$ cat config.mk
export PLATFORM = sky130hd
export DESIGN_NAME = frame_peak_normalize_gain
export DESIGN_NICKNAME = d
export VERILOG_FILES = /design/src/rtl/fpng_pkg.sv /design/src/rtl/fpng_store.sv /design/src/rtl/fpng_div.sv /design/src/rtl/fpng_scale.sv /design/src/rtl/frame_peak_normalize_gain.sv
export SDC_FILE = /design/constraint.sdc
export NUM_CORES = 2
export LEC_CHECK = 0
export BUFFER_PORTS_ARGS = -buffer_cell sky130_fd_sc_hd__buf_2
export CAP_MARGIN = 20
export CORE_MARGIN = 5
export CORE_UTILIZATION = 40
export CTS_BUF_LIST = sky130_fd_sc_hd__clkbuf_8
export DETAILED_ROUTE_END_ITERATION = 6
export GPL_TIMING_DRIVEN = 0
export PLACE_DENSITY_LB_ADDON = 0.08
export SYNTH_ARGS = -nofsm -noshare
export SYNTH_HDL_FRONTEND = slang
export SYNTH_HIERARCHICAL = 1
export SYNTH_SLANG_ARGS = --single-unit
export TNS_END_PERCENT = 30
$ cat constraint.sdc
create_clock -name aclk -period 18.9 [get_ports aclk]
set_input_delay 1.89 -clock aclk [delete_from_list [all_inputs] [get_ports aclk]]
set_output_delay 1.89 -clock aclk [all_outputs]
set_load 0.01 [all_outputs]
$ cat src/rtl/fpng_pkg.sv
// ----------------------------------------------------------------------------
// fpng_pkg: shared constants and types for the frame peak normalizer
// Frame depth, field widths, register map and the output item record.
// ----------------------------------------------------------------------------
package fpng_pkg;

    // Frame store geometry
    localparam int FRAME_DEPTH = 64;
    localparam int FILL_W      = $clog2(FRAME_DEPTH + 1);
    localparam int ADDR_W      = (FRAME_DEPTH > 1) ? $clog2(FRAME_DEPTH) : 1;

    // Field widths
    localparam int SAMPLE_W = 16;
    localparam int GAIN_W   = 16;
    localparam int TARGET_W = 15;
    localparam int MAG_W    = 16;
    localparam int NUM_W    = TARGET_W + 8 + 1;
    localparam int PROD_W   = SAMPLE_W + GAIN_W + 1;

    // Q8 constants
    localparam logic [GAIN_W-1:0]   GAIN_ONE   = 16'd256;
    localparam logic [PROD_W-1:0]   ROUND_HALF = 33'd128;
    localparam logic [SAMPLE_W-1:0] SAMPLE_MAX = 16'h7fff;
    localparam logic [SAMPLE_W-1:0] SAMPLE_MIN = 16'h8000;

    // Register map (word index taken from paddr[2])
    localparam logic REG_TARGET_LVL = 1'b0;
    localparam logic REG_MAX_GAIN   = 1'b1;

    // Register reset values
    localparam logic [TARGET_W-1:0] TARGET_RESET   = 15'd16384;
    localparam logic [GAIN_W-1:0]   MAX_GAIN_RESET = 16'd4096;

    // One result item
    typedef struct packed {
        logic [GAIN_W-1:0]   gain;
        logic                last;
        logic [SAMPLE_W-1:0] sample;
    } out_item_t;

endpackage

$ cat src/rtl/fpng_store.sv
// ----------------------------------------------------------------------------
// fpng_store: frame sample memory
// One write port, one read port, read data registered.
// ----------------------------------------------------------------------------
module fpng_store (
    input  logic                            aclk,
    input  logic                            wr_en,
    input  logic [fpng_pkg::ADDR_W-1:0]     wr_addr,
    input  logic [fpng_pkg::SAMPLE_W-1:0]   wr_data,
    input  logic                            rd_en,
    input  logic [fpng_pkg::ADDR_W-1:0]     rd_addr,
    output logic [fpng_pkg::SAMPLE_W-1:0]   rd_data
);
    import fpng_pkg::*;

    logic [SAMPLE_W-1:0] mem [FRAME_DEPTH];
    logic [SAMPLE_W-1:0] rd_data_reg;

    // write port
    always_ff @(posedge aclk) begin
        if (wr_en) begin
            mem[wr_addr] <= wr_data;
        end
    end

    // read port, data held while not enabled
    always_ff @(posedge aclk) begin
        if (rd_en) begin
            rd_data_reg <= mem[rd_addr];
        end
    end

    assign rd_data = rd_data_reg;

endmodule

$ cat src/rtl/fpng_div.sv
// ----------------------------------------------------------------------------
// fpng_div: iterative restoring divider for the frame gain
// One quotient bit per cycle; done pulses as the last bit enters the quotient register.
// ----------------------------------------------------------------------------
module fpng_div (
    input  logic                         aclk,
    input  logic                         aresetn,
    input  logic                         start,
    input  logic [fpng_pkg::NUM_W-1:0]   numer,
    input  logic [fpng_pkg::MAG_W-1:0]   denom,
    output logic                         done,
    output logic [fpng_pkg::NUM_W-1:0]   quot
);
    import fpng_pkg::*;

    localparam int CNT_W = $clog2(NUM_W + 1);

    logic [NUM_W-1:0] quot_reg, quot_next;
    logic [MAG_W-1:0] rem_reg, rem_next;
    logic [MAG_W-1:0] denom_reg;
    logic [CNT_W-1:0] cnt_reg, cnt_next;
    logic             busy_reg, busy_next;
    logic             done_reg, done_next;
    logic [MAG_W:0]   rem_sh;
    logic [MAG_W:0]   rem_sub;
    logic             ge;

    // one restoring step
    always_comb begin
        rem_sh  = {rem_reg, quot_reg[NUM_W-1]};
        ge      = (rem_sh >= {1'b0, denom_reg});
        rem_sub = rem_sh - {1'b0, denom_reg};
    end

    always_comb begin
        quot_next = quot_reg;
        rem_next  = rem_reg;
        cnt_next  = cnt_reg;
        busy_next = busy_reg;
        done_next = 1'b0;
        if (start) begin
            quot_next = numer;
            rem_next  = '0;
            cnt_next  = CNT_W'(NUM_W);
            busy_next = 1'b1;
        end else if (busy_reg) begin
            quot_next = {quot_reg[NUM_W-2:0], ge};
            rem_next  = ge ? rem_sub[MAG_W-1:0] : rem_sh[MAG_W-1:0];
            cnt_next  = cnt_reg - 1'b1;
            if (cnt_reg == CNT_W'(1)) begin
                busy_next = 1'b0;
                done_next = 1'b1;
            end
        end
    end

    // control state
    always_ff @(posedge aclk) begin
        if (!aresetn) begin
            busy_reg <= 1'b0;
            done_reg <= 1'b0;
            cnt_reg  <= '0;
        end else begin
            busy_reg <= busy_next;
            done_reg <= done_next;
            cnt_reg  <= cnt_next;
        end
    end

    // datapath
    always_ff @(posedge aclk) begin
        quot_reg <= quot_next;
        rem_reg  <= rem_next;
        if (start) begin
            denom_reg <= denom;
        end
    end

    assign done = done_reg;
    assign quot = quot_reg;

endmodule

$ cat src/rtl/fpng_scale.sv
// ----------------------------------------------------------------------------
// fpng_scale: gain multiply, round and saturate pipeline
// Stage 1 registers the product, stage 2 is the output register.
// All stages advance together on en.
// ----------------------------------------------------------------------------
module fpng_scale (
    input  logic                            aclk,
    input  logic                            aresetn,
    input  logic                            en,
    input  logic                            in_valid,
    input  logic                            in_last,
    input  logic [fpng_pkg::SAMPLE_W-1:0]   in_sample,
    input  logic [fpng_pkg::GAIN_W-1:0]     gain,
    output logic                            out_valid,
    output fpng_pkg::out_item_t             out_item
);
    import fpng_pkg::*;

    logic signed [PROD_W-1:0] prod_reg;
    logic signed [PROD_W-1:0] prod_next;
    logic                     prod_valid_reg;
    logic                     prod_last_reg;
    logic [GAIN_W-1:0]        prod_gain_reg;

    logic                     out_valid_reg;
    out_item_t                out_item_reg;
    out_item_t                out_item_next;

    logic signed [SAMPLE_W-1:0] s_signed;
    logic signed [GAIN_W:0]     g_signed;
    logic                       neg;
    logic [PROD_W-1:0]          mag;
    logic [PROD_W-1:0]          mag_rnd;
    logic [PROD_W-9:0]          q;

    // product of signed sample and unsigned gain
    always_comb begin
        s_signed  = in_sample;
        g_signed  = {1'b0, gain};
        prod_next = PROD_W'(s_signed) * PROD_W'(g_signed);
    end

    // round half away from zero, divide by 256, saturate
    always_comb begin
        neg     = prod_reg[PROD_W-1];
        mag     = neg ? PROD_W'(-prod_reg) : PROD_W'(prod_reg);
        mag_rnd = mag + ROUND_HALF;
        q       = mag_rnd[PROD_W-1:8];
        out_item_next.gain = prod_gain_reg;
        out_item_next.last = prod_last_reg;
        if (!neg) begin
            if (q > (PROD_W-8)'(SAMPLE_MAX)) begin
                out_item_next.sample = SAMPLE_MAX;
            end else begin
                out_item_next.sample = q[SAMPLE_W-1:0];
            end
        end else begin
            if (q > (PROD_W-8)'(SAMPLE_MIN)) begin
                out_item_next.sample = SAMPLE_MIN;
            end else begin
                out_item_next.sample = -q[SAMPLE_W-1:0];
            end
        end
    end

    // valid flags
    always_ff @(posedge aclk) begin
        if (!aresetn) begin
            prod_valid_reg <= 1'b0;
            out_valid_reg  <= 1'b0;
        end else if (en) begin
            prod_valid_reg <= in_valid;
            out_valid_reg  <= prod_valid_reg;
        end
    end

    // payload
    always_ff @(posedge aclk) begin
        if (en) begin
            prod_reg      <= prod_next;
            prod_last_reg <= in_last;
            prod_gain_reg <= gain;
            out_item_reg  <= out_item_next;
        end
    end

    assign out_valid = out_valid_reg;
    assign out_item  = out_item_reg;

endmodule

$ cat src/rtl/frame_peak_normalize_gain.sv
// ----------------------------------------------------------------------------
// frame_peak_normalize_gain: frame peak normalizer with Q8 automatic gain
//
// Input stream (s_*): one signed 16-bit sample per request, s_tlast ends a
// frame; a frame also ends when 64 samples are stored. Output stream (m_*):
// every stored sample times the frame gain, rounded half away from zero
// and saturated, with the gain beside it; m_tlast marks the frame's last.
// Samples are accepted one per cycle while loading (s_tready high). After
// the last sample the gain is computed by a bit-serial divider (skipped
// for a silent frame, which takes max_gain, or unity if max_gain is lower).
// Samples are then read back from the frame memory one per cycle, while
// the output is not stalled, through a 3-stage read, multiply and round
// pipeline. The next frame is accepted once the last result is taken.
// m_tready low while a result is waiting freezes the whole read pipeline;
// nothing is dropped. Reset (aresetn low, synchronous) empties the frame
// and loads a target level of 16384 and max_gain = 4096. Registers are
// written over APB at 0x0 (target level) and 0x4 (max_gain); the user
// must write them only while the block is idle; the block does not check.
// ----------------------------------------------------------------------------
module frame_peak_normalize_gain (
    input  logic        aclk,
    input  logic        aresetn,
    // input stream
    input  logic        s_tvalid,
    output logic        s_tready,
    input  logic [15:0] s_tdata,    // [15:0] in_sample
    input  logic        s_tlast,
    // result stream
    output logic        m_tvalid,
    input  logic        m_tready,
    output logic [31:0] m_tdata,    // [15:0] out_sample, [31:16] applied_gain
    output logic        m_tlast,
    // configuration
    input  logic        psel,
    input  logic        penable,
    input  logic        pwrite,
    input  logic [2:0]  paddr,
    input  logic [31:0] pwdata,
    output logic [31:0] prdata,
    output logic        pready
);
    import fpng_pkg::*;

    typedef enum logic [3:0] {
        ST_LOAD  = 4'b0001,
        ST_START = 4'b0010,
        ST_DIV   = 4'b0100,
        ST_EMIT  = 4'b1000
    } state_t;

    state_t              state_reg, state_next;
    logic [FILL_W-1:0]   fill_reg, fill_next;
    logic [MAG_W-1:0]    peak_reg, peak_next;
    logic [GAIN_W-1:0]   gain_reg, gain_next;
    logic [FILL_W-1:0]   issue_reg, issue_next;
    logic [TARGET_W-1:0] target_reg;
    logic [GAIN_W-1:0]   max_gain_reg;
    logic                rd_valid_reg;
    logic                rd_last_reg;

    logic                in_acc;
    logic                cfg_wr;
    logic [SAMPLE_W-1:0] in_sample;
    logic [MAG_W-1:0]    in_mag;
    logic                frame_end;
    logic [GAIN_W-1:0]   gain_hi;
    logic [NUM_W-1:0]    div_numer;
    logic                div_start;
    logic                div_done;
    logic [NUM_W-1:0]    div_quot;
    logic                advance;
    logic                issue;
    logic                issue_last;
    logic [SAMPLE_W-1:0] rd_data;
    logic                sc_valid;
    out_item_t           sc_item;

    // configuration port
    assign pready = 1'b1;
    assign cfg_wr = psel & penable & pwrite;

    always_ff @(posedge aclk) begin
        if (!aresetn) begin
            target_reg   <= TARGET_RESET;
            max_gain_reg <= MAX_GAIN_RESET;
        end else if (cfg_wr) begin
            case (paddr[2])
                REG_TARGET_LVL: target_reg   <= pwdata[TARGET_W-1:0];
                REG_MAX_GAIN:   max_gain_reg <= pwdata[GAIN_W-1:0];
                default: ;
            endcase
        end
    end

    always_comb begin
        case (paddr[2])
            REG_TARGET_LVL: prdata = 32'(target_reg);
            REG_MAX_GAIN:   prdata = 32'(max_gain_reg);
            default:        prdata = '0;
        endcase
    end

    // input side
    assign s_tready  = (state_reg == ST_LOAD);
    assign in_acc    = s_tvalid & s_tready;
    assign in_sample = s_tdata;
    assign in_mag    = in_sample[SAMPLE_W-1] ? (~in_sample + 1'b1) : in_sample;
    assign frame_end = s_tlast | (fill_reg == FILL_W'(FRAME_DEPTH - 1));

    // gain limits and divider operands
    assign gain_hi   = (max_gain_reg < GAIN_ONE) ? GAIN_ONE : max_gain_reg;
    assign div_numer = {1'b0, target_reg, 8'd0} + NUM_W'(peak_reg >> 1);
    assign div_start = (state_reg == ST_START) && (peak_reg != '0);

    // read pipeline control
    assign advance    = ~sc_valid | m_tready;
    assign issue      = (state_reg == ST_EMIT) && advance && (issue_reg != fill_reg);
    assign issue_last = (issue_reg == fill_reg - 1'b1);

    // sequencer
    always_comb begin
        state_next = state_reg;
        fill_next  = fill_reg;
        peak_next  = peak_reg;
        gain_next  = gain_reg;
        issue_next = issue_reg;
        case (state_reg)
            ST_LOAD: begin
                if (in_acc) begin
                    fill_next = fill_reg + 1'b1;
                    if (in_mag > peak_reg) begin
                        peak_next = in_mag;
                    end
                    if (frame_end) begin
                        state_next = ST_START;
                    end
                end
            end
            ST_START: begin
                if (peak_reg == '0) begin
                    gain_next  = gain_hi;
                    state_next = ST_EMIT;
                end else begin
                    state_next = ST_DIV;
                end
            end
            ST_DIV: begin
                if (div_done) begin
                    if (div_quot < NUM_W'(GAIN_ONE)) begin
                        gain_next = GAIN_ONE;
                    end else if (div_quot > NUM_W'(gain_hi)) begin
                        gain_next = gain_hi;
                    end else begin
                        gain_next = div_quot[GAIN_W-1:0];
                    end
                    state_next = ST_EMIT;
                end
            end
            ST_EMIT: begin
                if (issue) begin
                    issue_next = issue_reg + 1'b1;
                end
                if (sc_valid && m_tready && sc_item.last) begin
                    fill_next  = '0;
                    peak_next  = '0;
                    issue_next = '0;
                    state_next = ST_LOAD;
                end
            end
            default: begin
                state_next = ST_LOAD;
            end
        endcase
    end

    always_ff @(posedge aclk) begin
        if (!aresetn) begin
            state_reg    <= ST_LOAD;
            fill_reg     <= '0;
            peak_reg     <= '0;
            issue_reg    <= '0;
            rd_valid_reg <= 1'b0;
        end else begin
            state_reg <= state_next;
            fill_reg  <= fill_next;
            peak_reg  <= peak_next;
            issue_reg <= issue_next;
            if (advance) begin
                rd_valid_reg <= issue;
            end
        end
    end

    always_ff @(posedge aclk) begin
        gain_reg <= gain_next;
        if (advance) begin
            rd_last_reg <= issue_last;
        end
    end

    // frame memory
    fpng_store u_store (
        .aclk    (aclk),
        .wr_en   (in_acc),
        .wr_addr (fill_reg[ADDR_W-1:0]),
        .wr_data (in_sample),
        .rd_en   (issue),
        .rd_addr (issue_reg[ADDR_W-1:0]),
        .rd_data (rd_data)
    );

    // gain divider
    fpng_div u_div (
        .aclk    (aclk),
        .aresetn (aresetn),
        .start   (div_start),
        .numer   (div_numer),
        .denom   (peak_reg),
        .done    (div_done),
        .quot    (div_quot)
    );

    // multiply, round, saturate, output register
    fpng_scale u_scale (
        .aclk      (aclk),
        .aresetn   (aresetn),
        .en        (advance),
        .in_valid  (rd_valid_reg),
        .in_last   (rd_last_reg),
        .in_sample (rd_data),
        .gain      (gain_reg),
        .out_valid (sc_valid),
        .out_item  (sc_item)
    );

    assign m_tvalid = sc_valid;
    assign m_tdata  = {sc_item.gain, sc_item.sample};
    assign m_tlast  = sc_item.last;

endmodule

== Yosys cells after proc, flatten, opt, wreduce, memory -nomap -nowiden ==
Memory sizes are Yosys's and may differ from the RTL's. A register that Yosys moved wholly into a read port is not among the register bits.
Cells that the tools add are included.

* Bits in registers: 231
* RAM bits: 1,024
* Input bits: 59
* Memories kept: 1

* Add/subtract/negate cells: 10
* Multiply operators: 1
* $lt $le $gt $ge: 7
* Eq/ne operators: 14
* Mux-type cells: 38
* Bitwise logic cells: 10
* Reductions and logical operators: 20

{| class="wikitable"
|+ Memories
! name !! words !! width !! rd ports !! clocked after memory_dff !! write ports !! line !! text
|-
| u_store.mem || 64 || 16 || 1 || 1 || 1 || fpng_store.sv:16 || <nowiki>logic [SAMPLE_W-1:0] mem [FRAME_DEPTH];</nowiki>
|}

{| class="wikitable"
|+ Operators with widths
! operator !! count
|-
| $mux 16 || 13
|-
| $pmux 16 s2 || 2
|-
| $pmux 32 s2 || 1
|-
| $mux 24 || 2
|-
| $add 33x8->33 const B || 1
|-
| $mul 16x17->33 || 1
|-
| $mux 33 || 1
|-
| $neg 33->33 || 1
|-
| $mux 7 || 4
|-
| $gt 25x15->1 const B || 1
|-
| $gt 25x16->1 const B || 1
|-
| $add 23x15->24 || 1
|-
| $gt 24x16->1 || 1
|-
| $lt 24x9->1 const B || 1
|-
| $mux 4 || 5
|-
| $ge 17x16->1 || 1
|-
| $add 16x1->16 const B || 1
|-
| $gt 16x16->1 || 1
|-
| $logic_not 16->1 || 1
|-
| $lt 16x9->1 const B || 1
|-
| $neg 16->16 || 1
|-
| $not 16->16 || 1
|-
| $pmux 4 s4 || 1
|-
| $reduce_bool 16->1 || 1
|-
| other kinds (26) || 55
|}

== Longest topological paths before layout ==
* Word-level depth: 7
* Gate-level depth with buffers: 24
* Mapped depth without buffers: 23

== Hierarchy ==
The synthesis kept the hierarchy.

{| class="wikitable"
|+ Modules (own cells, without submodules)
! module !! times used !! cells each !! area each (um^2) !! seq. area each (um^2)
|-
| fpng_store || 1 || 1,829 || 40,202.3 || 31,230.0
|-
| fpng_scale || 1 || 1,448 || 13,571.8 || 2,532.4
|-
| frame_peak_normalize_gain || 1 || 677 || 5,684.2 || 1,831.8
|-
| fpng_div || 1 || 305 || 3,333.2 || 1,661.6
|}

== Worst setup path after synthesis ==
Ideal clock, no wire load.

* Kind: reg2reg
* Start point: register gain_reg[5]
* End point: register u_scale.prod_reg[32], data pin
* Library setup time: 0.259 ns
* Data arrival time: 6.107 ns
* Setup slack: 12.533 ns
* Stages on the path, launching flop included: 24
* Path buffers: 1
* Cell sequence: edfxtp_1 -> clkbuf_1 -> and2_1 -> fa_1 -> inv_1 -> fa_1 -> fa_1 -> fa_1 -> inv_1 -> fa_1 -> inv_1 -> fa_1 -> inv_1 -> ha_1 -> a21o_1 -> a31o_2 -> a21o_1 -> a31o_2 -> o21a_1 -> a41oi_1 -> a21oi_1 -> a21oi_1 -> a21oi_1 -> xnor2_1

* Word-level cells in the longest chain between the ends: 1

{| class="wikitable"
|+ RTL lines
! item !! line !! text
|-
| start, declared || frame_peak_normalize_gain.sv:54 || <nowiki>logic [GAIN_W-1:0] gain_reg, gain_next;</nowiki>
|-
| start signal, assigned || frame_peak_normalize_gain.sv:195 || <nowiki>gain_reg <= gain_next;</nowiki>
|-
| $mul 16x17->33 || fpng_scale.sv:40 || <nowiki>prod_next = PROD_W'(s_signed) * PROD_W'(g_signed);</nowiki>
|-
| net u_scale.prod_next[32] || fpng_scale.sv:20 || <nowiki>logic signed [PROD_W-1:0] prod_next;</nowiki>
|-
| end signal, assigned || fpng_scale.sv:80 || <nowiki>prod_reg <= prod_next;</nowiki>
|-
| end, declared || fpng_scale.sv:19 || <nowiki>logic signed [PROD_W-1:0] prod_reg;</nowiki>
|}

The timed path passes the listed nets, and every way through them passes these cells.
A chain may end at the register's enable or synchronous reset.

== Worst setup path in the final report ==
* Start point: register gain_reg[9]
* End point: register u_scale.prod_reg[31], data pin

Same word-level chain as after synthesis.

==> impl_metrics.yaml <==
outcome:
  status: "finished, final reports clean"
global_route:
  grt_max_degree: 72
  grt_pass1_wl_um: 261000
  antenna_found_initial: 6
  grt_usage_pct: 21.7
  grt_pass1_vias: 38400
  grt-ovfl-total: 0
placed_design:
  place_hpwl_um: 125000
  post-place-ws_ps: 11400
  gp_congestion: 0.853
  dpl.cell_count: 6495
  port_buffers: 90
setup_path:
  worstSetupEndpointType: "register"
  path_delay_family: "adder cells"
  cp.required_ps: 19540
  crit_start: "gain_reg[9]$_DFFE_PP_"
  r2r_slack_ps: 11360
  max_stage_delay_ps: 700
  critical_path.most_common_cell: "fa_1"
  critPathKind: "register to register"
  cp_cell_sequence: "clkbuf_1 -> nand2_1 -> fa_1 -> fa_1 -> inv_1 -> fa_1 -> fa_1 -> fa_1 -> inv_1 -> fa_1 -> inv_1 -> ha_1 -> a21o_1 -> a21o_1 -> a21oi_1 -> nand4_1 -> a41oi_1 -> o21bai_1 -> a21oi_1 -> o21a_1 -> o21ai_0 -> xor2_1"
  worstSetupStartpointType: "register"
  rr_worst_depth: 22
  arrival_ps: 8180
  crit_cells: 22
  worstPathMaxFanout: 10
  r2r-start: "gain_reg[9]$_DFFE_PP_"
  worst-path-buf-inv: 4
  cp_slowest_cell: "edfxtp_1"
route:
  num_vias: 37500
  routed_wl_um: 179000
  dr.max_layer_used: "met4"
  wl_met1_um: 76300
  vias_per_cell: 5.44
  drc: 0
  drt_pass1_iterations: 6
  first_iter_violations: 3031
  final_antenna_net_count: 0
  wl_met3_um: 8900
  routedWlPerCell_um: 26.0
  met2_length_um: 88800
floorplan:
  initial_utilization_pct: 40.2
  dieHeight_um: 406
  core_area_mm2: 0.156
  die_x_um: 406
  ios: 127
  dieArea_mm2: 0.165
  rows: 145
cells_and_area:
  drive_gt1_share_pct: 19.4
  syn_to_final_growth_pct: 13.6
  nNetsFinal: 5096
  finalNonFillerCells: 6894
  largest_reg_flops: 1024
timing:
  fmax_mhz: 133
  finalClockSkew_ps: 74.2
  period_share_pct: 39.9
  slew_headroom_pct: 25.6
  finalWorstSetupSlack_ps: 11360
  min_period_ps: 7540
  holdWs_ps: 418
  hold_viol_final: 0
  fin_tns_setup_ps: 0
  final_max_slew_viol_count: 0
  rsz0062_at_grt: "false"
  setup_violations: 0
  tightest_slew_ps: 1120
worst_hold_path:
  min_from: "u_scale/prod_gain_reg[7]$_DFFE_PP_"
  hold_path.class: "register to register"
  holdPathStages: 0
clocking:
  htreeDepth: 4
  cts_made_buffers: 215
  numClockSinks: 1271
  cts_tree: "built"
  hold_buffers: 0
  cts.clk_slew.worst_paths_ps: 60
  clockBufferDepth: 3
  post_cts_buffers: 0
  clock_latency_ps: 910
  root_buffer: "clkbuf_8"
  cts_resized: 0
flow_run:
  maxCapViolCount: 0
synthesis:
  yosys.area.top_type: "edfxtp_1"
  synth_edf_count: 1180
  postSynthAreaPerCell_um2: 14.7
  synthFlopType: "edfxtp_1"
  synthTopCellsByArea: "edfxtp_1 56%, mux4_2 7.9%, fa_1 6.2%, ha_1 3.7%, dfxtp_1 2.9%"
  synth-seq-area-share_pct: 59.3
  syn_inst: 4259
  yosys_register_bits: 1271
  async_flop_share_pct: 0
  synth.cell_area_mm2: 0.0628
  synth_warnings: 6
  synthDistinctLibCells: 106
  synth_top_area_share_pct: 56.4
power_and_ir_drop:
  p_leak_nw: 25.3
  p_per_area_mw_per_mm2: 90.8
  peakVddDrop_uv: 72.1
[layout make-up]
| class | instances | area [um^2] |
|---|---|---|
| timing repair buffer | 164 | 1700 |
| multi-input combinational | 2456 | 23300 |
| fill | 14000 | 84900 |
| buffer | 208 | 1230 |
| antenna | 7 | 17.5 |
| clock buffer | 228 | 3140 |
| inverter | 339 | 1270 |
| tap | 2058 | 2570 |
| clock inverter | 163 | 877 |
| sequential | 1271 | 37300 |
[synth_stat cells (9+ instances only)]
cell	count
a211o_1	10
a211oi_1	28
a21boi_0	33
a21o_1	19
a21oi_1	75
a221oi_1	19
a22o_1	15
a22oi_1	42
a311oi_1	12
a31oi_1	20
a41oi_1	10
and2_1	129
and3_1	20
and4_1	12
buf_1	9
buf_2	39
buf_4	33
buf_6	21
clkbuf_1	95
dfxtp_1	91
edfxtp_1	1180
fa_1	196
ha_1	186
inv_1	338
mux2_2	66
mux2i_1	142
mux4_2	220
nand2_1	390
nand2b_1	27
nand3_1	67
nand4_1	37
nor2_1	192
nor2b_1	52
nor3_1	26
nor4_1	26
o211ai_1	9
o21a_1	16
o21ai_0	65
o31ai_1	9
or3_1	10
or4_1	9
xnor2_1	71
xor2_1	41
[layout by cell type (no fill, tap or decap), types with 25 or more instances in the layout]
cell type  instances
a211oi_1          28
a21boi_0          33
a21oi_1           75
a22oi_1           42
and2_1           129
buf_2            116
buf_4             48
buf_6             27
buf_8             53
clkbuf_1          95
clkbuf_8         228
clkinv_1          54
dfxtp_1           91
edfxtp_1        1180
fa_1             196
ha_1             186
inv_1            414
mux2_2            66
mux2i_1          142
mux4_2           220
nand2_1          390
nand2b_1          26
nand3_1           67
nand4_1           37
nor2_1           130
nor2_2            66
nor2b_1           52
nor4_1            25
o21ai_0           65
xnor2_1           71
xor2_1            41
[report_power, final]
| group | internal, mW | total (mW) | switching (mW) |
|---|---|---|---|
| sequential | 3.15 | 3.22 | 0.0642 |
| combinational | 0.373 | 0.941 | 0.568 |
| clock | 1.18 | 2.32 | 1.13 |
| total | 4.71 | 6.48 | 1.77 |
[cells by family (layout without fill, tap and decap cells)]
group	count (synthesis)	in the layout	share of synthesized area [%]
other	2	24	0.0120
adder cells (fa/ha/maj)	382	382	9.96
buffers and inverters	547	1102	3.99
XOR/XNOR	114	114	1.63
flip-flops	1271	1271	59.3
AO/OA/AOI/OAI	456	456	5.23
AND/OR/NAND/NOR	1055	1055	8.35
multiplexers	432	432	11.5
[per-stage QoR]
step                      utilization [%]  total power, mW  area (um^2)
after floorplan                         -             3.93        62800
after global placement               42.2             4.21        65900
after detailed placement             43.1             4.22        67300
after CTS                            45.7             6.56        71300
after global routing                 45.7             6.81        71300
final                                45.7             6.48        71300
[per-layer routing]
metal	track usage, %	vias up
li1	-	16700
met1	29.0	19500
met2	37.0	1052
met3	3.26	272
met4	6.25	0
met5	0	-
[worst paths after layout]
kind,end
max reg2reg,u_scale/prod_reg[31]$_DFFE_PP_
min,u_scale/out_item[24]$_DFFE_PP_
min reg2reg,u_scale/out_item[24]$_DFFE_PP_
max,u_scale/prod_reg[31]$_DFFE_PP_
Note: power is estimated with default switching activity, not from simulation.
